--- src/cbp_pkg.sv ---
`timescale 1ns / 1ps
// ---------------------------------------------------------------------------
// cbp_pkg: shared types and constants
// Widths, probability constants, sequencer states and divider types for the binomial CDF.
// ---------------------------------------------------------------------------
package cbp_pkg;

  localparam int FRAC_BITS  = 32;
  localparam int MAX_TRIALS = 1023;
  localparam int N_W        = 10;
  localparam int K_W        = 11;
  localparam int P_W        = FRAC_BITS + 1;
  // Numerator of a recurrence step: 33 x 33 x 10 bits.
  localparam int NUM_W      = 2 * P_W + N_W;
  // Divisor (j+1)*q: 11 x 33 bits.
  localparam int DEN_W      = K_W + P_W;
  localparam logic [P_W-1:0] ONE = {1'b1, {FRAC_BITS{1'b0}}};

  typedef enum logic [3:0] {
    ST_IDLE,
    ST_POW_MUL,
    ST_POW_WB,
    ST_ADD,
    ST_MUL_P,
    ST_MUL_N,
    ST_MUL_NH,
    ST_MUL_D,
    ST_DIV,
    ST_DIV_WB,
    ST_DONE
  } state_t;

  // Commands from the sequencer to the serial divider.
  typedef struct packed {
    logic start;
  } div_ctl_t;

  typedef struct packed {
    logic busy;
    logic done;
  } div_sts_t;

endpackage

--- src/cbp_div.sv ---
`timescale 1ns / 1ps
// ---------------------------------------------------------------------------
// cbp_div: restoring divider
// One quotient bit per cycle; the quotient saturates to ONE.
// ---------------------------------------------------------------------------
module cbp_div
  import cbp_pkg::*;
(
  input  logic             clk,
  input  logic             rst_n,
  input  div_ctl_t         ctl,
  input  logic [NUM_W-1:0] num,
  input  logic [DEN_W-1:0] den,
  output div_sts_t         sts,
  output logic [P_W-1:0]   quot
);

  localparam int CNT_W = $clog2(NUM_W + 1);

  logic [NUM_W-1:0] num_r, num_nxt;
  logic [DEN_W:0]   rem_r, rem_nxt;
  logic [NUM_W-1:0] q_r, q_nxt;
  logic [CNT_W-1:0] cnt_r, cnt_nxt;
  logic             busy_r, busy_nxt;
  logic             done_r, done_nxt;
  logic [DEN_W:0]   shifted;

  always_comb begin
    num_nxt  = num_r;
    rem_nxt  = rem_r;
    q_nxt    = q_r;
    cnt_nxt  = cnt_r;
    busy_nxt = busy_r;
    done_nxt = 1'b0;
    shifted  = {rem_r[DEN_W-1:0], num_r[NUM_W-1]};
    if (ctl.start) begin
      num_nxt  = num;
      rem_nxt  = '0;
      q_nxt    = '0;
      cnt_nxt  = CNT_W'(NUM_W);
      busy_nxt = 1'b1;
    end else if (busy_r) begin
      num_nxt = {num_r[NUM_W-2:0], 1'b0};
      if (shifted >= {1'b0, den}) begin
        rem_nxt = shifted - {1'b0, den};
        q_nxt   = {q_r[NUM_W-2:0], 1'b1};
      end else begin
        rem_nxt = shifted;
        q_nxt   = {q_r[NUM_W-2:0], 1'b0};
      end
      cnt_nxt = cnt_r - 1'b1;
      if (cnt_r == CNT_W'(1)) begin
        busy_nxt = 1'b0;
        done_nxt = 1'b1;
      end
    end
  end

  always_ff @(posedge clk) begin
    if (!rst_n) begin
      busy_r <= 1'b0;
      done_r <= 1'b0;
      cnt_r  <= '0;
    end else begin
      busy_r <= busy_nxt;
      done_r <= done_nxt;
      cnt_r  <= cnt_nxt;
    end
    num_r <= num_nxt;
    rem_r <= rem_nxt;
    q_r   <= q_nxt;
  end

  assign sts.busy = busy_r;
  assign sts.done = done_r;
  assign quot = (q_r > NUM_W'(ONE)) ? ONE : q_r[P_W-1:0];

endmodule

--- src/cumulative_binomial_probability.sv ---
`timescale 1ns / 1ps
// ---------------------------------------------------------------------------
// cumulative_binomial_probability: binomial CDF P(X<k)
// Sequencer around one shared multiplier and one serial divider.
// ---------------------------------------------------------------------------
//  channel  | ports                                     | timing
//  in       | start, busy, in_trials/threshold/success  | taken on start & !busy
//  out      | out_valid, out_cumulative_prob            | one-cycle strobe
//
// Special cases (k > n, p = 0, p = 1) go straight to the done state. Otherwise
// (1-p)^n is built by one multiply and one writeback per trial, and each summed
// term passes through the multiply states and then waits on the 76-step divider.
// Reset clears the sequencer; busy stays high until the result strobe.
// The receiver cannot stall; out_valid is never held.
module cumulative_binomial_probability
  import cbp_pkg::*;
(
  input  logic           clk,
  input  logic           rst_n,
  input  logic           start,
  output logic           busy,
  input  logic [N_W-1:0] in_trials,
  input  logic [K_W-1:0] in_threshold,
  input  logic [P_W-1:0] in_success_prob,
  output logic           out_valid,
  output logic [P_W-1:0] out_cumulative_prob
);

  state_t st_r, st_nxt;
  logic [N_W-1:0]   n_r, n_nxt;
  logic [K_W-1:0]   k_r, k_nxt;
  logic [P_W-1:0]   p_r, p_nxt, q_r, q_nxt;
  logic [P_W-1:0]   term_r, term_nxt, sum_r, sum_nxt, res_r, res_nxt;
  logic [K_W-1:0]   j_r, j_nxt;
  logic [NUM_W-1:0] prod_r, prod_nxt;
  logic [P_W+N_W-1:0] part_r, part_nxt;
  logic [DEN_W-1:0] den_r, den_nxt;
  logic             valid_r, valid_nxt;
  logic [P_W-1:0]   pin;
  logic [P_W:0]     sum_add;
  logic [2*P_W-1:0] pow_full;
  div_ctl_t         dctl;
  div_sts_t         dsts;
  logic [P_W-1:0]   quot;

  // The one shared multiplier; its operands are picked by state.
  logic [P_W-1:0]   mul_a, mul_b;
  logic [2*P_W-1:0] mul_y;

  cbp_div u_div (
    .clk(clk), .rst_n(rst_n), .ctl(dctl), .num(prod_r), .den(den_r),
    .sts(dsts), .quot(quot)
  );

  assign pin = (in_success_prob > ONE) ? ONE : in_success_prob;

  // The 66-bit product term*p is scaled by (n-j) one 33-bit half at a time.
  always_comb begin
    mul_a = term_r;
    mul_b = q_r;
    case (st_r)
      ST_MUL_P: begin
        mul_a = term_r;
        mul_b = p_r;
      end
      ST_MUL_N: begin
        mul_a = prod_r[P_W-1:0];
        mul_b = P_W'(n_r - j_r[N_W-1:0]);
      end
      ST_MUL_NH: begin
        mul_a = prod_r[2*P_W-1:P_W];
        mul_b = P_W'(n_r - j_r[N_W-1:0]);
      end
      ST_MUL_D: begin
        mul_a = P_W'(j_r + 1'b1);
        mul_b = q_r;
      end
      default: ;
    endcase
    mul_y = {{P_W{1'b0}}, mul_a} * {{P_W{1'b0}}, mul_b};
  end

  always_comb begin
    st_nxt    = st_r;
    n_nxt     = n_r;
    k_nxt     = k_r;
    p_nxt     = p_r;
    q_nxt     = q_r;
    term_nxt  = term_r;
    sum_nxt   = sum_r;
    res_nxt   = res_r;
    j_nxt     = j_r;
    prod_nxt  = prod_r;
    part_nxt  = part_r;
    den_nxt   = den_r;
    valid_nxt = 1'b0;
    dctl.start = 1'b0;
    sum_add   = {1'b0, sum_r} + {1'b0, term_r};
    pow_full  = prod_r[2*P_W-1:0] >> FRAC_BITS;
    case (st_r)
      ST_IDLE: begin
        if (start) begin
          n_nxt    = in_trials;
          k_nxt    = in_threshold;
          p_nxt    = pin;
          q_nxt    = ONE - pin;
          term_nxt = ONE;
          sum_nxt  = '0;
          j_nxt    = '0;
          if ({1'b0, in_trials} < in_threshold) begin
            res_nxt = ONE;
            st_nxt  = ST_DONE;
          end else if (pin == '0) begin
            res_nxt = (in_threshold != '0) ? ONE : '0;
            st_nxt  = ST_DONE;
          end else if (pin == ONE) begin
            res_nxt = '0;
            st_nxt  = ST_DONE;
          end else if (in_trials == '0) begin
            st_nxt = ST_ADD;
          end else begin
            st_nxt = ST_POW_MUL;
          end
        end
      end
      ST_POW_MUL: begin
        prod_nxt = NUM_W'(mul_y);
        st_nxt   = ST_POW_WB;
      end
      ST_POW_WB: begin
        // Both factors are at most ONE, so the product shifted down never exceeds ONE here.
        term_nxt = pow_full[P_W-1:0];
        j_nxt    = j_r + 1'b1;
        if (j_r + 1'b1 == {1'b0, n_r}) begin
          j_nxt  = '0;
          st_nxt = ST_ADD;
        end else begin
          st_nxt = ST_POW_MUL;
        end
      end
      ST_ADD: begin
        if (j_r == k_r) begin
          res_nxt = sum_r;
          st_nxt  = ST_DONE;
        end else if (sum_add >= {1'b0, ONE}) begin
          res_nxt = ONE - 1'b1;
          st_nxt  = ST_DONE;
        end else begin
          sum_nxt = sum_add[P_W-1:0];
          if (j_r + 1'b1 < k_r && term_r != '0) begin
            st_nxt = ST_MUL_P;
          end else begin
            j_nxt  = j_r + 1'b1;
            st_nxt = ST_ADD;
          end
        end
      end
      ST_MUL_P: begin
        prod_nxt = NUM_W'(mul_y);
        st_nxt   = ST_MUL_N;
      end
      ST_MUL_N: begin
        part_nxt = mul_y[P_W+N_W-1:0];
        st_nxt   = ST_MUL_NH;
      end
      ST_MUL_NH: begin
        prod_nxt = {mul_y[P_W+N_W-1:0], {P_W{1'b0}}} + NUM_W'(part_r);
        st_nxt   = ST_MUL_D;
      end
      ST_MUL_D: begin
        den_nxt = DEN_W'(mul_y);
        st_nxt  = ST_DIV;
      end
      ST_DIV: begin
        dctl.start = 1'b1;
        st_nxt     = ST_DIV_WB;
      end
      ST_DIV_WB: begin
        if (dsts.done) begin
          term_nxt = quot;
          j_nxt    = j_r + 1'b1;
          st_nxt   = ST_ADD;
        end
      end
      ST_DONE: begin
        valid_nxt = 1'b1;
        st_nxt    = ST_IDLE;
      end
      default: st_nxt = ST_IDLE;
    endcase
  end

  always_ff @(posedge clk) begin
    if (!rst_n) begin
      st_r    <= ST_IDLE;
      valid_r <= 1'b0;
    end else begin
      st_r    <= st_nxt;
      valid_r <= valid_nxt;
    end
    n_r    <= n_nxt;
    k_r    <= k_nxt;
    p_r    <= p_nxt;
    q_r    <= q_nxt;
    term_r <= term_nxt;
    sum_r  <= sum_nxt;
    res_r  <= res_nxt;
    j_r    <= j_nxt;
    prod_r <= prod_nxt;
    part_r <= part_nxt;
    den_r  <= den_nxt;
  end

  assign busy = (st_r != ST_IDLE) | dsts.busy;
  assign out_valid = valid_r;
  assign out_cumulative_prob = res_r;

endmodule
--- config.mk ---
export PLATFORM = sky130hd
export DESIGN_NAME = cumulative_binomial_probability
export DESIGN_NICKNAME = d
export VERILOG_FILES = /design/src/cbp_pkg.sv /design/src/cbp_div.sv /design/src/cumulative_binomial_probability.sv
export SDC_FILE = /design/constraint.sdc
export NUM_CORES = 2
export LEC_CHECK = 0
export ABC_AREA = 1
export BUFFER_PORTS_ARGS = -buffer_cell sky130_fd_sc_hd__buf_2
export CAP_MARGIN = 0
export CORE_ASPECT_RATIO = 0.6
export CORE_UTILIZATION = 35
export CTS_BUF_LIST = sky130_fd_sc_hd__clkbuf_4
export CTS_CLUSTER_SIZE = 30
export DETAILED_ROUTE_END_ITERATION = 12
export PLACE_DENSITY = 0.49
export SLEW_MARGIN = 20
export SYNTH_ARGS = -nofsm -noshare
export SYNTH_HDL_FRONTEND = slang
export SYNTH_SLANG_ARGS = --single-unit
--- constraint.sdc ---
create_clock -name clk -period 9.3 [get_ports clk]
set_clock_uncertainty 0.05 [all_clocks]
set_input_delay 1.395 -clock clk [delete_from_list [all_inputs] [get_ports clk]]
set_output_delay 1.395 -clock clk [all_outputs]
set_load 0.01 [all_outputs]
==> impl_metrics.json <==
{
  "io_buffers": 91,
  "hold_violations": 0,
  "synth_edf_count": 435,
  "fp.coreArea_um2": 188000,
  "cts_tree": "built",
  "antenna_found_initial": 15,
  "synth_cell_types": 62,
  "fin_hold_ws_ns": 0.375,
  "row_count": 123,
  "vias": 58000,
  "rsz0062_at_grt": "yes",
  "cts.clk_slew.worst_paths_ns": 0.07,
  "drv_cap": 0,
  "fp.dieH_um": 340,
  "final_nets": 10200,
  "cts-htree-levels": 4,
  "drt-pass1-iter-count": 5,
  "setup_viol": 0,
  "ctsRootBufferMaster": "clkbuf_4",
  "post-dp-hpwl_mm": 227,
  "slowest_stage": "fa_2",
  "required_ns": 10.08,
  "grt_use_total": 0.283,
  "cp_max_fo": 6,
  "dieArea_um2": 192000,
  "cpMostUsedCell": "nand2_1",
  "synth_warnings": 0,
  "overflow": 0,
  "hold_end": "prod_r[0]",
  "clkLatencyLatePin_ns": 1.15,
  "cts_hold_buf": 0,
  "critical-path-max-stage-delay_ns": 0.66,
  "grt_pass1_wl_mm": 392,
  "outcome": "finished clean",
  "fillers": 19300,
  "worst_pin_slew_ns": 1.05,
  "yosys.area.top_type": "fa_1",
  "synth-seq-cells": 569,
  "post-route-drc-count": 0,
  "ant_nets": 0,
  "vias_per_cell": 5.11,
  "wl_mm": 272,
  "r2r_slack_ns": 0.12,
  "io_pins": 92,
  "drt_iter0_drc": 6398,
  "die_w_um": 565,
  "cts_sinks": 569,
  "multi_input_comb_area_um2": 44500,
  "min_path_type": "flop to flop",
  "synth.cell_area_um2": 66400,
  "r2r_start": "n_r[3]",
  "ys_top_cells_by_area": "fa_1, edfxtp_1, nand2_1",
  "synth_top_area_frac": 0.290,
  "async_flop_share": 0,
  "critical_path_class": "flop to flop",
  "ys_seq_area_frac": 0.237,
  "r2r_cells": 38,
  "whs_path_depth": 2,
  "fmax_ghz": 0.109,
  "synth_nets": 9460,
  "synth.avg_cell_area_um2": 8.25,
  "start_util": 0.353,
  "drive_gt1_frac": 0.177,
  "regArea_um2": 15700,
  "grt_max_degree": 99,
  "syn_inst": 8053,
  "critical_path_arrival_ns": 9.96,
  "gp_congestion": 0.984,
  "clockBufferDepth": 4,
  "cp-start-kind": "flop",
  "finalMaxSlewViolations": 0,
  "layout_min_cycle_time_ns": 9.18,
  "timing.rr.end": "prod_r[56]",
  "wl_per_cell_um": 23.9,
  "hold_start": "part_r[0]",
  "fin_crit_sh": 0.987,
  "relSlewSlack": 0.292,
  "ys.flop_type": "edfxtp_1",
  "grt_pass1_vias": 56100,
  "cts_buffers": 154,
  "area.growth.synth_to_final_pct": 18.7,
  "critPathCaptureType": "flop"
}
[kinds of logic (layout without fill, tap and decap cells)]
| logic type | Yosys count | after routing | synth area share |
|---|---|---|---|
| and+or+nand+nor | 3178 | 3178 | 0.196 |
| AOI/OAI and AO/OA | 899 | 899 | 0.0803 |
| adders and majority gates | 1350 | 1350 | 0.363 |
| xor gates and xnor gates | 64 | 64 | 0.00855 |
| DFF | 569 | 569 | 0.237 |
| buffers and inverters | 1993 | 2783 | 0.115 |
| other | 0 | 8 | 0 |
[flip-flops by register name (all words and copies together) (netlist names)]
name,count
j_r,11
prod_r,76
st_r,4
term_r,33
out_valid,1
out_cumulative_prob,33
p_r,33
u_div.num_r,76
u_div.done_r,1
q_r,32
part_r,43
n_r,10
k_r,11
u_div.rem_r,44
u_div.cnt_r,7
den_r,44
u_div.q_r,76
u_div.busy_r,1
sum_r,33
[cells in the final DEF, fill, tap and decap left out, drive strengths merged, types with 2 or more instances in the layout]
master       n
a2111oi      2
a211oi       3
a21boi       4
a21o        16
a21oi      282
a22oi       88
a31oi       46
and2         3
buf        804
bufinv       2
clkbuf     228
clkinv      45
clkinvlp     4
dfxtp      134
diode        8
edfxtp     435
fa         962
ha         388
inv       1700
nand2     1889
nand3      177
nand3b      11
nand4       74
nor2       913
nor3        48
nor3b        3
nor4        36
o2111ai     16
o211ai      22
o21a        30
o21ai      318
o21bai      17
o22ai       40
o31ai        4
o41ai        7
or2         24
xnor2       23
xor2        41
[layout make-up]
cell class                 count  area share
multi-input combinational   5491       0.564
antenna                        8    0.000254
sequential                   569       0.200
inverter                    1722      0.0825
timing repair buffer         808      0.0905
tap                         2500      0.0397
clock inverter                29     0.00213
clock buffer                 224      0.0213
[cells in the mapped netlist, types with 17 or more instances]
| cell type | number |
|---|---|
| o21a_1 | 30 |
| xor2_1 | 40 |
| edfxtp_1 | 435 |
| or2_2 | 22 |
| o21bai_1 | 17 |
| a31oi_1 | 46 |
| nand3_1 | 167 |
| xnor2_1 | 23 |
| inv_1 | 1666 |
| a21oi_1 | 277 |
| fa_1 | 962 |
| inv_2 | 40 |
| o211ai_1 | 22 |
| nor4_1 | 35 |
| buf_2 | 85 |
| clkbuf_1 | 153 |
| nor2_1 | 875 |
| nand4_1 | 73 |
| ha_1 | 388 |
| nand2_1 | 1851 |
| o21ai_1 | 17 |
| o21ai_0 | 279 |
| o21ai_2 | 22 |
| nor2_4 | 20 |
| a22oi_1 | 79 |
| o22ai_1 | 40 |
| dfxtp_1 | 134 |
| nand2_2 | 34 |
| nor3_1 | 48 |
[worst max path at each step]
stage	startpoint	end	slack, ns
after global placement	n_r[6]	prod_r[56]	-0.64
after CTS	n_r[2]	prod_r[64]	0.007
after detailed placement	n_r[3]	prod_r[56]	-0.63
after floorplan	st_r[2]	prod_r[75]	0.30
after global routing	n_r[3]	prod_r[62]	-0.09
final	n_r[3]	prod_r[56]	0.12
[routing by layer]
| metal | GRT usage | routed length (um) | up-vias |
|---|---|---|---|
| li1 | - | - | 26300 |
| met1 | 0.473 | 138000 | 28800 |
| met2 | 0.333 | 93400 | 2631 |
| met3 | 0.103 | 37100 | 201 |
| met4 | 0.0365 | 3450 | 2 |
| met5 | 0 | 13 | - |
[worst max-delay path: cells and delay by family, from the launching register on]
family | cells | cell delay (ns)
adder cells (fa/ha/maj) | 10 | 4.84
AND/OR/NAND/NOR | 9 | 0.75
flip-flops | 1 | 0.43
AO/OA/AOI/OAI | 9 | 1.54
buffers and inverters | 10 | 1.29
[through the flow]
stage	setup TNS, ns	utilization	setup slack, ns	instances	area (um^2)
2_1_floorplan	0	-	0.301	8053	66400
3_3_place_gp	-6.59	0.399	-0.642	11000	75000
3_5_place_dp	-5.89	0.399	-0.634	11000	75000
4_1_cts	0	0.409	0.00748	11300	77000
5_1_grt	-1.29	0.419	-0.0877	11300	78800
6_report	0	0.419	0.124	11400	78800
[timing repair]
action	CTS	global route
resized for setup	41	401
endpoints found under the hold margin	0	0
setup endpoints to repair	29	52
pin swaps	4	114
buffers inserted	4	41
cloned	0	4
Power is not shown: default switching activity piles up to over one toggle a cycle in this logic, so the estimate is an artifact.
